--- src/awhd_pkg.sv ---
// awhd_pkg: shared constants and types of the alpha weighted half downsampler
`timescale 1ns / 1ps
`default_nettype none
package awhd_pkg;

  // configuration port
  localparam int CFG_W     = 13;
  localparam int CFG_IDX_W = 1;
  localparam logic [CFG_IDX_W-1:0] REG_SOURCE_WIDTH  = 1'b0;
  localparam logic [CFG_IDX_W-1:0] REG_SOURCE_HEIGHT = 1'b1;

  // pixel channels and divider
  localparam int PIX_W = 8;
  localparam int QUO_W = 8;

  // per-axis footprint flags of the current source texel
  typedef struct packed {
    logic two;       // texel straddles two output texels
    logic first_lo;  // texel opens the lower output footprint
    logic last_lo;   // texel closes the lower output footprint
    logic end_pos;   // last texel of the axis
    logic last_out;  // lower output is the last output of the axis
  } axis_flags_t;

endpackage
`default_nettype wire

--- src/awhd_div.sv ---
// awhd_div: restoring divider, one quotient bit per cycle, 8-bit quotient
`timescale 1ns / 1ps
`default_nettype none
module awhd_div import awhd_pkg::*; #(
  parameter int W = 41,
  localparam int CB = $clog2(QUO_W)
) (
  input  wire logic             clk,
  input  wire logic             rst,
  input  wire logic             start,
  input  wire logic [W-1:0]     num,
  input  wire logic [W-1:0]     den,
  output logic                  busy,
  output logic      [QUO_W-1:0] quo
);

  logic [W-1:0]   rem;
  logic [W+7:0]   dsh;
  logic [CB-1:0]  cnt;

  // control
  always_ff @(posedge clk) begin
    if (rst) begin
      busy <= 1'b0;
      cnt  <= '0;
    end else if (start) begin
      busy <= 1'b1;
      cnt  <= '0;
    end else if (busy) begin
      cnt <= cnt + CB'(1);
      if (cnt == CB'(QUO_W - 1)) begin
        busy <= 1'b0;
      end
    end
  end

  // compare and subtract, divisor moves right one bit a step
  always_ff @(posedge clk) begin
    if (start) begin
      rem <= num;
      dsh <= (W + 8)'(den) << (QUO_W - 1);
      quo <= '0;
    end else if (busy) begin
      dsh <= dsh >> 1;
      if (dsh <= (W + 8)'(rem)) begin
        rem <= rem - W'(dsh);
        quo <= {quo[QUO_W-2:0], 1'b1};
      end else begin
        quo <= {quo[QUO_W-2:0], 1'b0};
      end
    end
  end

endmodule
`default_nettype wire

--- config.mk ---
export PLATFORM = sky130hd
export DESIGN_NAME = awhd_div
export DESIGN_NICKNAME = d
export VERILOG_FILES = /design/src/awhd_pkg.sv /design/src/awhd_div.sv
export SDC_FILE = /design/constraint.sdc
export NUM_CORES = 1
export LEC_CHECK = 0
export ABC_AREA = 1
export BUFFER_PORTS_ARGS = -buffer_cell sky130_fd_sc_hd__buf_2
export CORE_MARGIN = 2
export CORE_UTILIZATION = 40
export DETAILED_ROUTE_END_ITERATION = 16
export GPL_ROUTABILITY_DRIVEN = 0
export HOLD_SLACK_MARGIN = 0.1
export PLACE_DENSITY = 0.55
export SYNTH_ARGS = -nofsm -noshare
export SYNTH_HDL_FRONTEND = slang
export SYNTH_SLANG_ARGS = --single-unit
export TNS_END_PERCENT = 50
--- constraint.sdc ---
create_clock -name clk -period 4.4 [get_ports clk]
set_clock_uncertainty 0.05 [all_clocks]
set_input_delay 0.22 -clock clk [delete_from_list [all_inputs] [get_ports clk]]
set_output_delay 0.22 -clock clk [all_outputs]
set_load 0.01 [all_outputs]
Word-level counts from Yosys, hierarchy flattened:

Index checks and enable logic that the tools add are counted.

* reduce and logical (&&, ||, !) cells: 4
* equal/unequal tests: 1
* $lt $le $gt $ge: 1
* mux-type cells: 9
* add/subtract/negate cells: 2

Operators by type and width (count)
* $mux 41: 3
* $mux 48: 2
* $le 48x41->1: 1
* $sub 41x41->41: 1
* $mux 1: 4
* $reduce_bool 2->1: 2
* $add 3x1->3 const B: 1
* $eq 3x3->1 const B: 1
* $reduce_and 2->1: 1
* $reduce_or 2->1: 1

* flip-flop bits (word level): 101
* input port bits: 85

Depth between registers and ports, before layout:

* word-level depth: 4
* gate-level depth with buffers: 16

Least setup slack after synthesis:

Ideal clock, no wire load.

* path kind: register to register
* start point: reg dsh[31]
* end point: reg rem[0], enable pin
* path buffers: 0
* slack: 1.564 ns
* data required time: 3.951 ns
* setup time: 0.399 ns
* cell stages (with the launch flop): 12
* arrival: 2.387 ns
* period minus slack after synthesis: 2.836 ns
* cell sequence: edfxtp_1 ha_1 nand2_2 nor2_2 inv_1 nor2_4 nand2_1 nor2_2 nand2_1 nand2_1 nand2_1 nand2_1

* word-level cells in the longest chain between the ends: 3

RTL lines
* start, declared: line awhd_div.sv:18 `logic [W+7:0] dsh;`
* start signal, assigned: line awhd_div.sv:41 `dsh <= (W + 8)'(den) << (QUO_W - 1);`
* start signal, assigned: line awhd_div.sv:44 `dsh <= dsh >> 1;`
* $le 48x41->1: line awhd_div.sv:45 `if (dsh <= (W + 8)'(rem)) begin`
* $reduce_bool 2->1 (no source line)
* $reduce_and 2->1 (no source line)
* end signal, assigned: line awhd_div.sv:40 `rem <= num;`
* end signal, assigned: line awhd_div.sv:46 `rem <= rem - W'(dsh);`
* end, declared: line awhd_div.sv:17 `logic [W-1:0] rem;`

Every way passes these cells.
A chain may end at the register's enable or synchronous reset.

Worst setup path after layout:

* start point: reg dsh[23]
* end point: reg rem[13], enable pin

The elaborated chain is that of the path after synthesis.

==> results_dict.tcl <==
set metrics [dict create \
    grt_use_total_pct 21.29 \
    routedWlPerCell_um 13.79 \
    start_util_pct 40.65 \
    crit_chain "ha_1 > nand2_2 > nor2_1 > nand2_1 > inv_1 > nand2_1 > nor2_2 > nand2_1 > nand2_1 > nand2_1 > nand2_2 > buf_12" \
    critPathKind "flip-flop to flip-flop" \
    hold_class "primary input to flip-flop" \
    relSlewSlack_pct 43.77 \
    drive_above_1_share_pct 10.96 \
    io_buffer_count 93 \
    multiInputGateArea_um2 4355 \
    ant_nets 0 \
    syn-cell-area_um2 8198 \
    critPathMostFrequentCell "nand2_1" \
    vias 7684 \
    synthTopCellsByArea "edfxtp_1, nand2_1, ha_1" \
    drtIter0Drc 532 \
    synth_edf_count 82 \
    coreArea_um2 20170 \
    synth.lib_cells_used.distinct 35 \
    finalSetupTns_ps 0 \
    rsz0062_at_grt "no" \
    yosysTopAreaCell "edfxtp_1" \
    fmax_ghz 0.3515 \
    avgSynthCellArea_um2 6.837 \
    worst_slew_pin_slew_ps 842.2 \
    regArea_um2 2843 \
    numCtsBuffers 9 \
    cp.required_ps 4420 \
    slowest_delay_ps 420 \
    stdcell_count 1629 \
    synth_cells 1199 \
    cts_tree "done" \
    crit_buf_inv 2 \
    synth_top_area_share_pct 30.04 \
    grt_overflow_total 0 \
    hpwlAfterDp_um 16940 \
    grt_pass1_wl_um 36600 \
    drc 0 \
    synth_seq_cells 101 \
    fin_nets 1523 \
    grt_pass1_vias 7407 \
    setup_viol 0 \
    finalHoldViolCount 0 \
    crit_fanout 24 \
    ir_drop_mv 0.1822 \
    dp_cells 1547 \
    vias_per_cell 4.717 \
    io_pins 94 \
    cp-start-kind "flip-flop" \
    diodes 0 \
    fp.dieH_um 147.2 \
    run_status "complete, no violations" \
    synth_ff_type "edfxtp_1" \
    dieArea_um2 21660 \
    fin_crit_ps 2845 \
    crit_slowest_cell "ha_1" \
    insertion_delay_ps 370 \
    clk_pin_slew_ps 80 \
    drv_cap 0 \
    die_w_um 147.2 \
    fillers 2111 \
    seq_area_frac_synth_pct 34.68 \
    clockBufferDepth 2 \
    area_delta_synth_final_pct 21.44 \
    ys.warnings.count 0 \
    clock_sinks 101 \
    syn_nets 1368 \
    wl_um 22470 \
    num_rows 52 \
    antenna_found_initial 0 \
    arrival_ps 2860 \
    ys_async_sr_fraction_pct 0 \
    htreeDepth 3 \
    endpoint_kind "flip-flop" \
    grt_start_max_net_pins 61 \
    period_share_pct 64.66 \
    p_leak_nw 5.254 \
    final-max-slew-violation-count 0 \
    power.density_nw_per_um2 338.6 \
    root_buffer "clkbuf_16" \
    drtPass1Iterations 5 \
    crit_family "simple AND/OR/NAND/NOR gates" \
]
final timing paths:
path | start | to | slack (ps) | cells after the start
worst min register to register | cnt[1] | cnt[1] | 420 | 2
worst max-delay path | dsh[23] | rem[13] | 1550 | 12
worst max register to register | dsh[23] | rem[13] | 1550 | 12
worst min-delay path | den[18] | dsh[25] | 100 | 3
cells in the mapped netlist (4+ instances only):
cell type    n
a21oi_1     52
clkbuf_1    15
dfxtp_1     19
edfxtp_1    82
ha_1        83
inv_1      245
nand2_1    416
nand2_2     10
nand3_1     57
nand3_2      6
nand4_1      4
nor2_1      73
nor2_2       8
o21ai_0     66
o21ai_1      6
o22ai_1     12
or2_2        7
xnor2_1     10
worst min-delay path: cells and delay by family:
family | cells | cell delay (ps)
buf+inv | 1 | 80
compound gates | 1 | 70
simple gates | 1 | 40
metal layers:
metal | global-route usage (%) | wire [um]
met5 | 0 | 0
met4 | 5.529 | 333
met3 | 3.106 | 1085
met2 | 33.13 | 9600
met1 | 31.04 | 11450
per-stage QoR:
stage | setup WS [ps] | power [mW] | area (um2) | util (%) | hold WS, ps
finish | 1555 | 3.371 | 9956 | 49.36 | 103.5
global route | 1262 | 3.624 | 9956 | 49.36 | 107.1
CTS | 1536 | 3.390 | 9956 | 49.36 | 100.8
detailed placement | 1564 | 2.478 | 8974 | 44.49 | 369.9
global placement | 1591 | 2.470 | 8974 | 44.49 | 372.8
floorplan | 1564 | 2.132 | 8198 | - | 248.5
placed cells by master, fill, tap and decap left out, types with 6 or more instances in the layout:
| cell | count |
|---|---|
| ha_1 | 83 |
| edfxtp_1 | 82 |
| o22ai_1 | 12 |
| xnor2_1 | 10 |
| buf_2 | 92 |
| nand2_2 | 11 |
| o21ai_0 | 66 |
| a21oi_1 | 52 |
| inv_1 | 244 |
| or2_2 | 7 |
| clkbuf_16 | 9 |
| dlygate4sd3_1 | 66 |
| nand2_1 | 415 |
| dfxtp_1 | 19 |
| nor2_1 | 73 |
| nand3_2 | 6 |
| nand3_1 | 57 |
| o21ai_1 | 6 |
| nor2_2 | 8 |
registers in the layout, summed over array words and instances, names as in the netlist:
| signal | flops |
|---|---|
| dsh | 48 |
| rem | 41 |
| cnt | 3 |
| quo | 8 |
| busy | 1 |
final cells by class:
cell class | instances | share of cell area [%]
Sequential cell | 101 | 28.55
Clock buffer | 9 | 2.262
Timing Repair Buffer | 163 | 11.76
Multi-Input combinational cell | 832 | 43.75
Inverter | 247 | 9.313
Clock inverter | 7 | 0.9677
Tap cell | 270 | 3.393
logic make-up after synthesis:
family                   count (synthesis)  share of synthesized area (%)
adder cells (fa/ha/maj)                 84                          12.91
buffers and inverters                  266                          12.23
AND/OR/NAND/NOR                        592                          29.69
flip-flops                             101                          34.68
XOR/XNOR                                11                          1.175
AO/OA/AOI/OAI                          145                          9.325
what timing repair did:
action                                 in CTS  in global routing
setup buffers                               0                  0
endpoints found under the hold margin      69                  0
resized for setup                           0                  0
hold buffers                               66                  0
report_power, final:
group,total (mW),internal [mW],switching (mW)
clock network,0.862,0.417,0.445
registers,1.20,1.16,0.0484
logic,1.30,0.472,0.832
total,3.37,2.05,1.33
Power figures use the tool's default switching activity.
