===== src/awhd_pkg.sv =====
// awhd_pkg: shared constants and types of the alpha weighted half downsampler
`timescale 1ns / 1ps
`default_nettype none
package awhd_pkg;

  // configuration port
  localparam int CFG_W     = 13;
  localparam int CFG_IDX_W = 1;
  localparam logic [CFG_IDX_W-1:0] REG_SOURCE_WIDTH  = 1'b0;
  localparam logic [CFG_IDX_W-1:0] REG_SOURCE_HEIGHT = 1'b1;

  // pixel channels and divider
  localparam int PIX_W = 8;
  localparam int QUO_W = 8;

  // per-axis footprint flags of the current source texel
  typedef struct packed {
    logic two;       // texel straddles two output texels
    logic first_lo;  // texel opens the lower output footprint
    logic last_lo;   // texel closes the lower output footprint
    logic end_pos;   // last texel of the axis
    logic last_out;  // lower output is the last output of the axis
  } axis_flags_t;

endpackage
`default_nettype wire


===== src/awhd_axis.sv =====
// awhd_axis: incremental footprint tracker for one image axis
`timescale 1ns / 1ps
`default_nettype none
module awhd_axis import awhd_pkg::*; #(
  parameter int MAX_N = 4096,
  localparam int NB = $clog2(MAX_N + 1),
  localparam int HALF = MAX_N / 2,
  localparam int OB = (HALF > 1) ? $clog2(HALF) : 1
) (
  input  wire logic             clk,
  input  wire logic             rst,
  input  wire logic             restart,
  input  wire logic             advance,
  input  wire logic [CFG_W-1:0] size_cfg,
  output logic      [OB-1:0]    lo,
  output logic      [NB-1:0]    wt_lo,
  output logic      [NB-1:0]    wt_hi,
  output axis_flags_t           flags
);

  logic [NB-1:0] pos;
  logic [NB-1:0] rem;
  logic [NB-1:0] n;
  logic [NB-1:0] d;
  logic [NB:0]   sum;
  logic [NB-1:0] n_minus;
  logic [31:0]   size32;

  // clamp size to 1..MAX_N, destination is half (at least 1)
  always_comb begin
    size32 = 32'(size_cfg);
    if (size32 == 32'd0) begin
      n = NB'(1);
    end else if (size32 > 32'(MAX_N)) begin
      n = NB'(MAX_N);
    end else begin
      n = NB'(size32);
    end
    d = (n > NB'(1)) ? (n >> 1) : NB'(1);
  end

  // overlap of texel [pos*d, pos*d+d) with outputs lo and lo+1
  always_comb begin
    sum            = {1'b0, rem} + {1'b0, d};
    n_minus        = n - rem;
    wt_lo          = (n_minus < d) ? n_minus : d;
    wt_hi          = NB'(sum - {1'b0, n});
    flags.two      = sum > {1'b0, n};
    flags.first_lo = rem == '0;
    flags.last_lo  = n_minus <= d;
    flags.end_pos  = pos == (n - NB'(1));
    flags.last_out = NB'(lo) == (d - NB'(1));
  end

  // position, output index and remainder step
  always_ff @(posedge clk) begin
    if (rst || restart) begin
      pos <= '0;
      rem <= '0;
      lo  <= '0;
    end else if (advance) begin
      if (flags.end_pos) begin
        pos <= '0;
        rem <= '0;
        lo  <= '0;
      end else begin
        pos <= pos + NB'(1);
        if (sum >= {1'b0, n}) begin
          rem <= NB'(sum - {1'b0, n});
          lo  <= lo + OB'(1);
        end else begin
          rem <= NB'(sum);
        end
      end
    end
  end

endmodule
`default_nettype wire


===== config.mk =====
export PLATFORM = sky130hd
export DESIGN_NAME = awhd_axis
export DESIGN_NICKNAME = d
export VERILOG_FILES = /design/src/awhd_pkg.sv /design/src/awhd_axis.sv
export SDC_FILE = /design/constraint.sdc
export NUM_CORES = 1
export LEC_CHECK = 0
export ABC_AREA = 1
export BUFFER_PORTS_ARGS = -buffer_cell sky130_fd_sc_hd__buf_4
export CAP_MARGIN = 20
export CORE_MARGIN = 2
export CORE_UTILIZATION = 61
export DETAILED_ROUTE_END_ITERATION = 6
export HOLD_SLACK_MARGIN = 0.12
export PLACE_DENSITY = 0.92
export REMOVE_ABC_BUFFERS = 1
export SYNTH_ARGS = -nofsm -noshare
export SYNTH_HDL_FRONTEND = slang
export SYNTH_SLANG_ARGS = --single-unit
export TNS_END_PERCENT = 10

===== constraint.sdc =====
create_clock -name clk -period 6.7 [get_ports clk]
set_clock_uncertainty 0.2 [all_clocks]
set_input_delay 1.005 -clock clk [delete_from_list [all_inputs] [get_ports clk]]
set_output_delay 1.005 -clock clk [all_outputs]
set_load 0.01 [all_outputs]

* Word level (Yosys, flattened, before mapping) *
Cells that the tools add are included.

operators by class
  $add $sub $neg = 7
  magnitude comparators = 6
  eq/ne operators = 2
  muxes and demuxes = 9
  reduce and logical (&&, ||, !) cells = 5

operator list
  cell                   count
  $mux 13                6
  $logic_not 13->1       2
  $sub 13x13->13         2
  $mux 11                2
  $add 13x12->14         1
  $ge 14x13->1           1
  $gt 14x13->1           1
  $add 13x1->13 const B  1
  $eq 11x13->1           1
  $eq 13x13->1           1
  $gt 13x1->1 const B    1
  $gt 13x13->1 const B   1
  $le 13x12->1           1
  $lt 13x12->1           1
  $sub 12x1->13 const B  1
  $sub 13x1->13 const B  1
  $mux 12                1
  $add 11x1->11 const B  1
  $reduce_and 2->1       1
  $reduce_bool 2->1      1
  $logic_or 1x1->1       1

storage, ports and cells
  bits in registers = 37
  bits of input ports = 17
  output and inout port bits = 42
  logic and storage cells = 32

* Longest topological paths before layout *
  depth in word-level cells = 9
  gate-level depth with buffers = 37
  gate-level depth less buffers = 36

* Least setup slack after synthesis *
Ideal clock, no wire load.

  kind = input to output
  from = in size_cfg[6]
  to = out flags[4] in the netlist's numbering
  arrival time = 4.587 ns
  required time = 5.495 ns
  setup slack = 0.908 ns
  stages on the path = 32
  buffers on the path = 1
  cell sequence = buf_4 -> nor2_1 -> nand2_1 -> nor2_2 -> nand2_2 -> nand2_4 -> nand2_2 -> inv_1 -> ha_1 -> nand4_1 -> nand2_1 -> ha_1 -> fa_1 -> nand3_1 -> nand2_1 -> a21oi_1 -> inv_1 -> nand2_1 -> nand3_1 -> o21ai_0 -> or2_2 -> nand2_1 -> inv_1 -> ha_1 -> nand2_1 -> nor2_1 -> a211oi_1 -> nand3_1 -> nand2_1 -> inv_1 -> nor3_2 -> nor2_1

RTL lines
  item             line             RTL
  start, declared  awhd_axis.sv:14  input wire logic [CFG_W-1:0] size_cfg,
  end, declared    awhd_axis.sv:18  output axis_flags_t flags

==> results by group <==
Placed design
  • Post-DP HPWL: 12.1 mm
  • Place WS: 0.254 ns
  • GPL Wtd Cong: 1.03
  • IO Port Bufs: 57

Clock tree
  • Num CTS Buffers: 5
  • H-Tree Level Count: 2
  • Clock Sinks: 37
  • Root Buffer: clkbuf_8
  • Worst skew pair latency: 0.30 ns
  • CTS tree: done
  • Post-CTS resize count: 0
  • Setup bufs post-CTS: 0
  • Clock-pin slew on the worst setup and hold paths: 0.09 ns
  • Clk buf depth: 2
  • Hold-fix buffer count after cts: 0

Floorplan
  • Row count: 33
  • Die Ht: 96.9 µm
  • Initial Util: 63.4%
  • Placeable core area: 8300 µm²
  • Num ports: 59
  • Die area: 9390 µm²
  • DIE WIDTH: 96.9 µm

Logic synthesis
  • Top_reg_cell synth: dfxtp_1
  • Post-synthesis cell type count: 48
  • Register area share after synthesis: 14.1%
  • Count leader, synth: nand2_1
  • Multiplexer share of the synthesized area: 0%
  • Post-Synth Simple-Gate Area: 36.3%
  • Synthesized flop and latch total: 37
  • Ys async rst share: 0%
  • EDFF count, synth: 0
  • Commonest cells post-synth: 168 x nand2_1, 110 x inv_1, 75 x nor2_1
  • Area leader, netlist: dfxtp_1
  • Largest family of logic cells by synthesized area: simple AND/OR/NAND/NOR gates
  • Synth Instances: 829
  • Post-synth top area share: 14.1%
  • Area of the mapped netlist: 5270 µm²
  • Xor/xnor share of the synthesized area: 11.6%
  • Post-Syn Area per Cell: 6.35 µm²
  • Top post-synthesis cells by area: dfxtp_1 14%, ha_1 13%, nand2_1 12%
  • Synth warn: 0
  • Synth Area in Adders: 14.0%
  • Compound-cell area share of the yosys netlist: 12.7%

Cells and area
  • Layout Nets: 950
  • Fillers: 738
  • Area growth syn-to-layout: 10.7%
  • Share of layout cells above drive strength 1: 14.1%
  • Final Util: 70.3%
  • Antenna diodes: 0

Timing
  • Setup violators final: 0
  • Max-slew headroom: 48.5%
  • RSZ-0062 raised after global routing: no
  • Worst-margin pin slew: 0.772 ns
  • Final Hold Fails: 0
  • Setup TNS Final: 0 ns
  • Fmax: 159 MHz
  • Min Hold Slack: 0.302 ns
  • Fin crit period: 6.30 ns
  • Fin. max-slew vios: 0
  • Final WS setup: 0.402 ns
  • Final period utilization: 94.0%

Pwr
  • Total Power: 1.10 mW
  • Power Density: 189 nW/µm²
  • Static Leak: 2.79 nW
  • Worst VDD drop: 0.206 mV

Worst setup path
  • Arrival @ worst endpoint: 5.09 ns
  • CP Capture Type: output port
  • CP max stage cell: ha_2
  • CP required: 5.49 ns
  • Crit-path max cell delay: 0.30 ns
  • CP Launch Type: input pin
  • Crit path top cell by count: nand2_1
  • CP max FO: 17
  • Setup CP Type: input pin to output port

Drt
  • Starting DRT DRC Count: 477
  • Routed Antenna Nets: 0
  • Via count: 5651
  • DR DRC count: 0
  • Router iterations before antenna repair: 5
  • DR vias/cell: 5.75
  • Drt wl/cell: 15.4 µm
  • Routed WL: 15.1 mm

Outcome
  • Outcome: complete, no violations

Global route
  • Initial antenna violation count: 0
  • Gr usage total: 31.8%
  • Vias in the first global route: 5118
  • Largest net degree at the start of global routing: 31
  • Grt ovf: 0
  • Global-route wire length before repair: 24.8 mm

Min path
  • Hold crit path type: flop to flop

Flow run
  • MaxCap Viol Count: 0
==> path summary, 6_finish.rpt <==
check,startpoint,end,slack [ns],cells past startpoint
worst max-delay path,size_cfg[8],flags[4],0.40,33
worst min-delay path,rem[10],rem[10],0.30,2
worst max register to register,rem[0],lo[10],2.46,26
worst min register to register,rem[10],rem[10],0.30,2
==> registers in the layout, summed over array words and instances (netlist names) <==
| signal | cells |
|---|---|
| lo | 11 |
| pos | 13 |
| rem | 13 |
==> layer usage <==
layer,part of all wire [%],track usage (%)
met5,0,0
met4,2.3,9.21
met3,9.4,3.76
met2,43,48.7
met1,45,46.7
==> layout make-up <==
type | count | area, µm² | area share, %
multi-input combinational | 652 | 3950 | 67.8
sequential | 37 | 741 | 12.7
timing repair buffer | 62 | 465 | 7.98
inverter | 118 | 443 | 7.60
tap | 105 | 131 | 2.25
clock buffer | 6 | 82.6 | 1.42
clock inverter | 2 | 13.8 | 0.236
==> placed cells by master, fill, tap and decap left out, types with 2 or more instances in the layout <==
| cell type | netlist | layout |
|---|---|---|
| xor2_1 | 56 | 56 |
| nand4_1 | 23 | 23 |
| inv_1 | 110 | 110 |
| nand2_1 | 168 | 166 |
| nand3_1 | 65 | 65 |
| ha_1 | 54 | 52 |
| o211ai_1 | 2 | 2 |
| xnor2_1 | 11 | 11 |
| clkinv_1 | 3 | 3 |
| inv_2 | 5 | 5 |
| nand2_2 | 9 | 10 |
| nor2_4 | 3 | 3 |
| nor3_1 | 16 | 16 |
| nor3_2 | 2 | 2 |
| nor4_1 | 9 | 9 |
| a21o_1 | 3 | 3 |
| nand2_4 | 5 | 5 |
| buf_4 | 3 | 62 |
| nand3_2 | 8 | 8 |
| nand3b_1 | 2 | 2 |
| o21ai_1 | 4 | 4 |
| o21ai_0 | 33 | 33 |
| a21oi_1 | 71 | 71 |
| ha_2 | 0 | 2 |
| clkbuf_8 | 0 | 6 |
| dfxtp_1 | 37 | 37 |
| nor2_1 | 75 | 75 |
| fa_1 | 3 | 3 |
| nor2_2 | 13 | 13 |
==> metrics by stage <==
stage | std cells | instance area [µm²]
2_1_floorplan | 807 | 5110
3_3_place_gp | 974 | 5710
3_5_place_dp | 974 | 5710
4_1_cts | 982 | 5810
5_1_grt | 982 | 5830
6_report | 982 | 5830
==> kinds of logic (layout without fill, tap and decap cells) <==
group | Yosys count | in the layout
xor+xnor | 68 | 68
simple gates | 404 | 404
flops | 37 | 37
fa+ha+maj | 57 | 57
other cells | 1 | 1
compound gates | 122 | 122
buf+inv | 140 | 188
==> power breakdown <==
part	switching (mW)	internal, mW
Sequential	0.00852	0.226
Clock	0.0948	0.0837
Combinational	0.412	0.275
==> worst max-delay path, delay by kind of cell <==
kind | cells | cell delay (ns)
buffers and inverters | 6 | 0.58
AOI/OAI and AO/OA | 3 | 0.37
and+or+nand+nor | 20 | 2.24
adders and majority gates | 4 | 0.90
Note: power is estimated with default switching activity, not from simulation.
